<file path="src/design/jpp_pkg.sv">
package jpp_pkg;

  localparam int DEPTH_W     = 7;
  localparam int TAB_W       = 4;
  localparam int PAD_W       = 10;
  localparam int PROD_W      = DEPTH_W + TAB_W;
  localparam int MAX_DEPTH_D = 64;
  localparam int QUEUE_D     = 2;

  localparam logic [TAB_W-1:0] TAB_RESET = 4'd2;
  localparam logic [PAD_W-1:0] PAD_MAX   = 10'h3FF;

  localparam logic [7:0] CH_QUOTE  = 8'h22;
  localparam logic [7:0] CH_LBRACE = 8'h7B;
  localparam logic [7:0] CH_LBRACK = 8'h5B;
  localparam logic [7:0] CH_RBRACE = 8'h7D;
  localparam logic [7:0] CH_RBRACK = 8'h5D;
  localparam logic [7:0] CH_COMMA  = 8'h2C;
  localparam logic [7:0] CH_COLON  = 8'h3A;
  localparam logic [7:0] CH_LF     = 8'h0A;
  localparam logic [7:0] CH_CR     = 8'h0D;
  localparam logic [7:0] CH_TAB    = 8'h09;
  localparam logic [7:0] CH_SPACE  = 8'h20;

  typedef struct packed {
    logic [7:0] in_byte;
    logic       doc_start;
  } jpp_in_t;

  typedef struct packed {
    logic [7:0]       out_byte;
    logic [PAD_W-1:0] pad_spaces;
    logic             run_last;
  } jpp_out_t;

  // One classified input byte: one or two result bytes, pad on one of them.
  typedef struct packed {
    logic [7:0]       byte0;
    logic [7:0]       byte1;
    logic [PAD_W-1:0] pad;
    logic             two;
    logic             pad_first;
  } jpp_cmd_t;

  localparam int CMD_W = $bits(jpp_cmd_t);

endpackage

</file>
<file path="src/design/jpp_front.sv">
module jpp_front import jpp_pkg::*; #(
  parameter int MAX_DEPTH = MAX_DEPTH_D
) (
  input  logic             clk,
  input  logic             rst,
  input  logic             accept,
  input  jpp_in_t          in_data,
  input  logic [TAB_W-1:0] tab_width,
  output logic             push,
  output jpp_cmd_t         cmd
);

  localparam logic [DEPTH_W-1:0] DEPTH_TOP = DEPTH_W'(MAX_DEPTH);

  logic               inside_string;
  logic               inside_string_next;
  logic [DEPTH_W-1:0] nest_depth;
  logic [DEPTH_W-1:0] nest_depth_next;
  logic               cur_str;
  logic [DEPTH_W-1:0] cur_depth;
  logic [PROD_W-1:0]  prod;
  logic               drop;
  logic [7:0]         c;

  always_ff @(posedge clk) begin
    if (rst) begin
      inside_string <= 1'b0;
      nest_depth    <= '0;
    end else if (accept) begin
      inside_string <= inside_string_next;
      nest_depth    <= nest_depth_next;
    end
  end

  always_comb begin
    c         = in_data.in_byte;
    cur_str   = in_data.doc_start ? 1'b0 : inside_string;
    cur_depth = in_data.doc_start ? '0 : nest_depth;
    inside_string_next = cur_str;
    nest_depth_next    = cur_depth;
    drop          = 1'b0;
    cmd.byte0     = c;
    cmd.byte1     = c;
    cmd.two       = 1'b0;
    cmd.pad_first = 1'b0;
    if (c == CH_QUOTE) begin
      inside_string_next = ~cur_str;
    end else if (!cur_str) begin
      case (c)
        CH_LBRACE, CH_LBRACK: begin
          if (cur_depth < DEPTH_TOP) nest_depth_next = cur_depth + 1'b1;
          cmd.byte1 = CH_LF;
          cmd.two   = 1'b1;
        end
        CH_RBRACE, CH_RBRACK: begin
          if (cur_depth != '0) nest_depth_next = cur_depth - 1'b1;
          cmd.byte0     = CH_LF;
          cmd.two       = 1'b1;
          cmd.pad_first = 1'b1;
        end
        CH_COMMA: begin
          cmd.byte1 = CH_LF;
          cmd.two   = 1'b1;
        end
        CH_COLON: begin
          cmd.byte1 = CH_SPACE;
          cmd.two   = 1'b1;
        end
        CH_SPACE, CH_TAB, CH_LF, CH_CR: drop = 1'b1;
        default: ;
      endcase
    end
    // pad goes only with a newline; colon case keeps byte1 a space, pad cleared below
    prod = {{TAB_W{1'b0}}, nest_depth_next} * {{DEPTH_W{1'b0}}, tab_width};
    if (prod > PROD_W'(PAD_MAX)) cmd.pad = PAD_MAX;
    else                         cmd.pad = prod[PAD_W-1:0];
    if (!cur_str && c == CH_COLON) cmd.pad = '0;
    push = accept && !drop;
  end

endmodule

</file>
<file path="src/design/jpp_queue.sv">
module jpp_queue import jpp_pkg::*; #(
  parameter int DEPTH = QUEUE_D
) (
  input  logic     clk,
  input  logic     rst,
  input  logic     push,
  input  jpp_cmd_t wdata,
  input  logic     pop,
  output logic     full,
  output logic     empty,
  output jpp_cmd_t rdata
);

  localparam int PTR_W = (DEPTH > 1) ? $clog2(DEPTH) : 1;
  localparam int CNT_W = $clog2(DEPTH + 1);
  localparam logic [PTR_W-1:0] PTR_TOP = PTR_W'(DEPTH - 1);

  jpp_cmd_t         mem [DEPTH];
  logic [PTR_W-1:0] wr_ptr;
  logic [PTR_W-1:0] rd_ptr;
  logic [CNT_W-1:0] count;

  assign full  = (count == CNT_W'(DEPTH));
  assign empty = (count == '0);
  assign rdata = mem[rd_ptr];

  always_ff @(posedge clk) begin
    if (push) mem[wr_ptr] <= wdata;
  end

  always_ff @(posedge clk) begin
    if (rst) begin
      wr_ptr <= '0;
      rd_ptr <= '0;
      count  <= '0;
    end else begin
      if (push) wr_ptr <= (wr_ptr == PTR_TOP) ? '0 : wr_ptr + 1'b1;
      if (pop)  rd_ptr <= (rd_ptr == PTR_TOP) ? '0 : rd_ptr + 1'b1;
      if (push && !pop)      count <= count + 1'b1;
      else if (pop && !push) count <= count - 1'b1;
    end
  end

endmodule

</file>
<file path="src/design/jpp_back.sv">
module jpp_back import jpp_pkg::*; (
  input  logic     clk,
  input  logic     rst,
  input  logic     q_empty,
  input  jpp_cmd_t q_data,
  output logic     pop,
  output logic     out_valid,
  input  logic     out_ready,
  output jpp_out_t out_data
);

  logic     phase;
  logic     load;
  logic     last;
  jpp_out_t res;

  always_comb begin
    load = !q_empty && (!out_valid || out_ready);
    last = !q_data.two || phase;
    if (!phase) begin
      res.out_byte   = q_data.byte0;
      res.pad_spaces = (q_data.two && q_data.pad_first) ? q_data.pad : '0;
    end else begin
      res.out_byte   = q_data.byte1;
      res.pad_spaces = q_data.pad_first ? '0 : q_data.pad;
    end
    res.run_last = last;
    pop = load && last;
  end

  always_ff @(posedge clk) begin
    if (rst) begin
      out_valid <= 1'b0;
      phase     <= 1'b0;
    end else begin
      if (load) begin
        out_valid <= 1'b1;
        phase     <= !last;
      end else if (out_ready) begin
        out_valid <= 1'b0;
      end
    end
  end

  always_ff @(posedge clk) begin
    if (load) out_data <= res;
  end

endmodule

</file>
<file path="src/design/json_pretty_print_stream.sv">
// A result is registered first in the command queue, then in the output register.
// Throughput: one result per cycle out of the output stage while out_ready holds; a byte
//   giving two results holds that stage for both, and its command is popped only with the second.
// Input is taken whenever the two-entry command queue has room.
// Reset (rst, synchronous): depth and string flag cleared, queue and output emptied,
//   tab_width back to 2.
module json_pretty_print_stream import jpp_pkg::*; #(
  parameter int MAX_DEPTH   = MAX_DEPTH_D,
  parameter int QUEUE_DEPTH = QUEUE_D
) (
  input  logic             clk,
  input  logic             rst,
  input  logic             in_valid,
  output logic             in_ready,
  input  jpp_in_t          in_data,
  output logic             out_valid,
  input  logic             out_ready,
  output jpp_out_t         out_data,
  input  logic             cfg_valid,
  output logic             cfg_ready,
  input  logic [TAB_W-1:0] cfg_data
);

  logic [TAB_W-1:0] tab_width;
  logic             accept;
  logic             push;
  logic             pop;
  logic             q_full;
  logic             q_empty;
  jpp_cmd_t         cmd_in;
  jpp_cmd_t         cmd_out;

  // Config transfer always taken; the user must write it only while the stream is idle (not enforced here).
  assign cfg_ready = 1'b1;

  always_ff @(posedge clk) begin
    if (rst) begin
      tab_width <= TAB_RESET;
    end else if (cfg_valid) begin
      tab_width <= cfg_data;
    end
  end

  // Front side stalls only on a full queue; whitespace is taken and dropped.
  assign in_ready = !q_full;
  assign accept   = in_valid && in_ready;

  jpp_front #(.MAX_DEPTH(MAX_DEPTH)) u_front (
    .clk       (clk),
    .rst       (rst),
    .accept    (accept),
    .in_data   (in_data),
    .tab_width (tab_width),
    .push      (push),
    .cmd       (cmd_in)
  );

  jpp_queue #(.DEPTH(QUEUE_DEPTH)) u_queue (
    .clk   (clk),
    .rst   (rst),
    .push  (push),
    .wdata (cmd_in),
    .pop   (pop),
    .full  (q_full),
    .empty (q_empty),
    .rdata (cmd_out)
  );

  // Back side expands each command into one or two output transfers.
  jpp_back u_back (
    .clk       (clk),
    .rst       (rst),
    .q_empty   (q_empty),
    .q_data    (cmd_out),
    .pop       (pop),
    .out_valid (out_valid),
    .out_ready (out_ready),
    .out_data  (out_data)
  );

endmodule

</file>
<file path="config.mk">
export PLATFORM = sky130hd
export DESIGN_NAME = json_pretty_print_stream
export DESIGN_NICKNAME = d
export VERILOG_FILES = /design/src/design/jpp_pkg.sv /design/src/design/jpp_front.sv /design/src/design/jpp_queue.sv /design/src/design/jpp_back.sv /design/src/design/json_pretty_print_stream.sv
export SDC_FILE = /design/constraint.sdc
export NUM_CORES = 1
export LEC_CHECK = 0
export ABC_AREA = 1
export ABC_CLOCK_PERIOD_IN_PS = 5100
export BUFFER_PORTS_ARGS = -buffer_cell sky130_fd_sc_hd__buf_2
export CAP_MARGIN = 10
export CORE_AREA = 2 2 118 120
export DETAILED_ROUTE_END_ITERATION = 10
export DIE_AREA = 0 0 120 122
export PLACE_DENSITY_LB_ADDON = 0.25
export SYNTH_ARGS = -nofsm -noshare
export SYNTH_HDL_FRONTEND = slang
export SYNTH_SLANG_ARGS = --single-unit
</file>
<file path="constraint.sdc">
create_clock -name clk -period 5.1 [get_ports clk]
set_input_delay 0 -clock clk [delete_from_list [all_inputs] [get_ports clk]]
set_output_delay 0 -clock clk [all_outputs]
set_load 0.02 [all_outputs]
</file>
## Word level (Yosys, flattened, before mapping)

Memory sizes are Yosys's and may differ from the RTL's. A register that Yosys moved wholly into a read port is not among the register bits.
Index checks and enable logic that the tools add are counted.

| word-level totals | value |
|---|---|
| register bits after elaboration | 37 |
| memories kept | 1 |
| memory bits (writable) | 56 |
| bits of input ports | 18 |
| output and inout port bits | 22 |

| cells by class | value |
|---|---|
| multiply operators | 1 |
| bitwise gates (word level) | 1 |
| reductions and logical operators | 28 |
| muxes and demuxes | 34 |
| add/subtract/negate cells | 6 |
| magnitude comparators | 2 |
| equality and inequality tests | 12 |

Memories:

| memory | depth | width | read ports | clocked after memory_dff | write ports | line | source |
|---|---|---|---|---|---|---|---|
| u_queue.mem | 2 | 28 | 1 | 1 | 1 | jpp_queue.sv:18 | `jpp_cmd_t mem [DEPTH];` |

Operator list:

| operator | count |
|---|---|
| $mux W10 | 4 |
| $mux W7 | 5 |
| $eq A8 B6 Y1 const B | 4 |
| $eq A8 B7 Y1 const B | 4 |
| $mux W16 | 2 |
| $eq A8 B4 Y1 const B | 3 |
| $mux W18 | 1 |
| $pmux W8 S2 | 1 |
| $mux W1 | 15 |
| $pmux W7 S2 | 1 |
| $gt A11 B10 Y1 const B | 1 |
| $mul A7 B4 Y11 | 1 |
| $logic_not A1 Y1 | 9 |
| $logic_and A1 B1 Y1 | 8 |
| $mux W2 | 4 |
| $mux W8 | 1 |
| $add A7 B1 Y7 const B | 1 |
| $lt A7 B7 Y1 const B | 1 |
| $reduce_bool A7 Y1 | 1 |
| $sub A7 B1 Y7 const B | 1 |
| $reduce_or A6 Y1 | 1 |
| $reduce_bool A2 Y1 | 2 |
| $reduce_or A2 Y1 | 2 |
| $reduce_or A4 Y1 | 1 |
| 8 further kinds | 10 |

## Longest topological paths before layout

| logic depth | value |
|---|---|
| word-level depth | 11 |
| mapped depth | 27 |
| gate-level depth less buffers | 26 |

## Hierarchy

Synthesis repeated with hierarchy kept, for this count alone.

| second synthesis, totals | value |
|---|---|
| cell total of the unflattened synthesis | 587 |
| area total of the unflattened synthesis | 5540.3 um2 |

By module, submodules not included:

| module | area each (um2) | seq. area each (um2) | cells each | times used |
|---|---|---|---|---|
| jpp_queue | 2349.8 | 1781.7 | 120 | 1 |
| jpp_front | 2077.0 | 160.2 | 353 | 1 |
| jpp_back | 915.9 | 610.6 | 84 | 1 |
| json_pretty_print_stream | 197.7 | 80.1 | 30 | 1 |

## Least setup slack after synthesis

OpenSTA, ideal clock, no wires.

| path | value |
|---|---|
| kind | flip-flop to flip-flop |
| from | register u_front.nest_depth[0] |
| to | memory u_queue.mem[0][6] (netlist name) (data pin) |
| period minus slack after synthesis | 3.694 ns |
| slack | 1.406 ns |
| data required time | 4.847 ns |
| setup time | 0.253 ns |
| arrival time | 3.442 ns |
| stages on the path, launching flop included | 25 |
| cell sequence | dfxtp_1 > nand2_2 > ha_1 > inv_1 > a21oi_4 > inv_1 > nor2_1 > nor2_1 > nand3_1 > nand3_1 > nand2_2 > nor2_1 > fa_1 > inv_1 > fa_1 > inv_1 > ha_1 > a21oi_1 > nand2_1 > nand2_1 > nand3b_1 > nand2_2 > o21ai_0 > nand2_1 > inv_1 |

RTL lines:

| item | line | source |
|---|---|---|
| from (decl) | jpp_front.sv:17 | `logic [DEPTH_W-1:0] nest_depth;` |
| from (signal assigned) | jpp_front.sv:31 | `nest_depth <= nest_depth_next;` |
| to (decl) | jpp_queue.sv:18 |  |

==> impl_metrics.yaml <==
run_status:
  status: "complete, no violations"
setup_path:
  worstPathArrival_ps: 4240
  critPathLaunchType: "flop"
  r2r-start: "u_front.nest_depth[1]$_SDFFE_PP0P_"
  r2r_end: "u_queue.mem[0][6]$_DFFE_PP_"
  cpPeakStageDelay_ps: 530
  crit_path_end_kind: "flop"
  cp_max_fo: 10
  crit_required_ps: 5190
  criticalPathCategory: "flop to flop"
  worstRegToRegCells: 19
  crit_top_cell: "nand2_1"
  crit_chain: "nand2_1, ha_1, xor2_1, o211ai_2, nand2_2, nor2_1, fa_1, inv_1, fa_1, inv_1, ha_1, a21oi_1, nand2_1, nand2_1, nand3b_1, nand2_2, o21ai_0, nand2_1, inv_1"
  r2r_slack_ps: 950
  slowest_stage: "fa_1"
drt:
  vias_per_cell: 4.83
  drt_iter0_markers: 258
  drcViolationCount: 0
  drt_pass1_iterations: 4
  drt-total-wl_mm: 11.3
  dr_total_vias: 3897
  post_drt_wl_per_cell_microns: 13.9
  ant_nets: 0
job:
  drv_cap: 0
placed_design:
  gp_congestion: 0.866
  port_buffers: 38
  hpwl_mm: 8.27
  dp.cells: 781
clock_network:
  clk_path_buf_depth: 2
  post_cts_buffers: 0
  htree_levels: 3
  clkTransAtPathRegs_ps: 60
  post_cts_resized: 0
  cts.sinks: 94
  clk_latency_ps: 350
  cts_buffers: 9
  holdBufCountCts: 11
  cts_tree: "yes"
  ctsRootBufferMaster: "clkbuf_16"
finish:
  fin_nets: 670
  drive_gt1_share_pct: 18.8
  antenna-diode-count: 0
  area_growth_pct: 15.2
  stdcell_count: 807
timing:
  period_share_pct: 81.3
  fmax_ghz: 0.241
  period_needed_ps: 4150
  finalSetupViolCount: 0
  final.setup_skew_ps: 13.5
  hold_violations: 0
  worstMarginPinSlew_ps: 563
  setup_tns_ps: 0
  grt_setup_unrepaired: "false"
  slew_viol_final: 0
  slew-limit-headroom_pct: 62.5
logic_synthesis:
  ys.flop_type: "edfxtp_1"
  synth_largest_area_cell: "edfxtp_1"
  synth_most_common_cell: "nand2_1"
  synthDistinctLibCells: 44
  yosysWarnings: 0
  syn_area_sq_um: 5260
  synth_edf_count: 75
  yosys-top-cells-count: "101 x nand2_1, 75 x edfxtp_1, 70 x inv_1"
  synth_area_leaders: "edfxtp_1 43%, dfxtp_1 7.2%, nand2_1 7.2%"
  async_flop_share_pct: 0
  syn_area_per_cell_sq_um: 9.20
  syn_nets: 618
  ys_ff_latch: 94
  ys_seq_area_share_pct: 50.1
  postSynthCellCount: 571
  synth_top_area_share_pct: 42.9
pwr:
  p_leak_nw: 2.69
  p_per_area_nw_per_um2: 434
  peakVddDrop_v: 0.000148
  total_power_mw: 2.63
global_route:
  antenna_found_initial: 0
  grt_pass1_wl_mm: 19.2
  grt_util_all_layers_pct: 16.8
  gr-total-overflow: 0
  grt_start_max_net_pins: 30
  grt_pass1_vias: 3892
worst_hold_path:
  min_to: "u_back.out_valid$_SDFFE_PP0P_"
  holdCritPathClass: "input port to flop"
  worst_hold_startpoint: "out_ready"
  whs_path_depth: 4
floorplanning:
  design.portCount: 40
  die_w_microns: 120
  dieArea_sq_um: 14600
  die_h_microns: 122
  start_util_pct: 38.9
  core_area_sq_um: 13500
  fp-row-count: 43
## per-stage QoR
step,cell area (sq um),hold WS (ps),setup WS (ps),utilization [%]
2_1_floorplan,5260,69.1,1410,-
3_3_place_gp,5650,227,995,41.8
3_5_place_dp,5650,226,906,41.8
4_1_cts,6050,24.9,985,44.8
5_1_grt,6050,48.4,572,44.8
6_report,6050,31.4,952,44.8
## kinds of logic after synthesis
kind of cell	synth area share [%]
AO/OA/AOI/OAI	10.5
XOR/XNOR	1.00
adder cells (fa/ha/maj)	8.33
buffers and inverters	7.02
flip-flops	50.1
multiplexers	0.405
other	0.0714
AND/OR/NAND/NOR	22.5
## cell type report
cell class	count	area, sq um
inverters	79	298
well taps	180	225
multi-input cells	385	2260
fillers	1293	7450
repair buffers	54	338
flip-flops and latches	94	2630
clock inverters	6	71.3
clock buffers	9	225
## worst max path at each step
stage,from,end,cells after the start
floorplan,u_front.nest_depth[0]$_SDFFE_PP0P_,u_queue.mem[0][6]$_DFFE_PP_,24
global placement,in_data[0],u_queue.mem[0][6]$_DFFE_PP_,21
detailed placement,in_data[0],u_queue.mem[0][6]$_DFFE_PP_,21
CTS,u_front.nest_depth[1]$_SDFFE_PP0P_,u_queue.mem[1][6]$_DFFE_PP_,19
global route,u_front.nest_depth[1]$_SDFFE_PP0P_,u_queue.mem[1][6]$_DFFE_PP_,23
finish,u_front.nest_depth[1]$_SDFFE_PP0P_,u_queue.mem[0][6]$_DFFE_PP_,19
## layout by cell type (no fill, tap or decap), drive strengths merged, types with 2 or more instances in the layout
cell type / n
nand4: 3
o21ai: 46
o22ai: 8
nor3: 4
clkinv: 5
xor2: 5
buf: 43
o21bai: 2
dlygate4sd3: 11
nand3b: 2
o211ai: 2
edfxtp: 75
dfxtp: 19
nor2: 76
nand3: 39
inv: 77
a21oi: 39
ha: 19
fa: 10
nand2: 125
clkinvlp: 2
clkbuf: 9
## worst max-delay path: cells and delay by family (launching register included)
family | cells | cell delay [ps]
and+or+nand+nor | 8 | 920
DFF | 1 | 390
adders and majority gates | 4 | 1710
xor gates and xnor gates | 1 | 280
AOI/OAI and AO/OA | 3 | 460
buffers and inverters | 3 | 140
## sequential cells by signal (all words and copies together) (netlist names), named ones only
register               cells
u_queue.mem               56
u_back.out_data           19
u_front.nest_depth         7
tab_width                  4
u_queue.count              2
u_back.out_valid           1
u_back.phase               1
u_front.inside_string      1
u_queue.rd_ptr             1
u_queue.wr_ptr             1
## routing by layer
metal / vias to the layer above / wire length, microns / global-route usage [%]
met5: - / 0 / 0
met4: 0 / 109 / 5.29
met3: 8 / 337 / 2.95
met2: 81 / 5810 / 30.2
met1: 1813 / 4990 / 20.4
li1: 1995 / - / -
## report_power, final
part	switching (mW)	leakage, nW	internal (mW)
clock network	0.286	0.138	0.380
registers	0.0683	0.871	1.07
logic	0.573	1.68	0.248
Note: power is estimated with default switching activity, not from simulation.
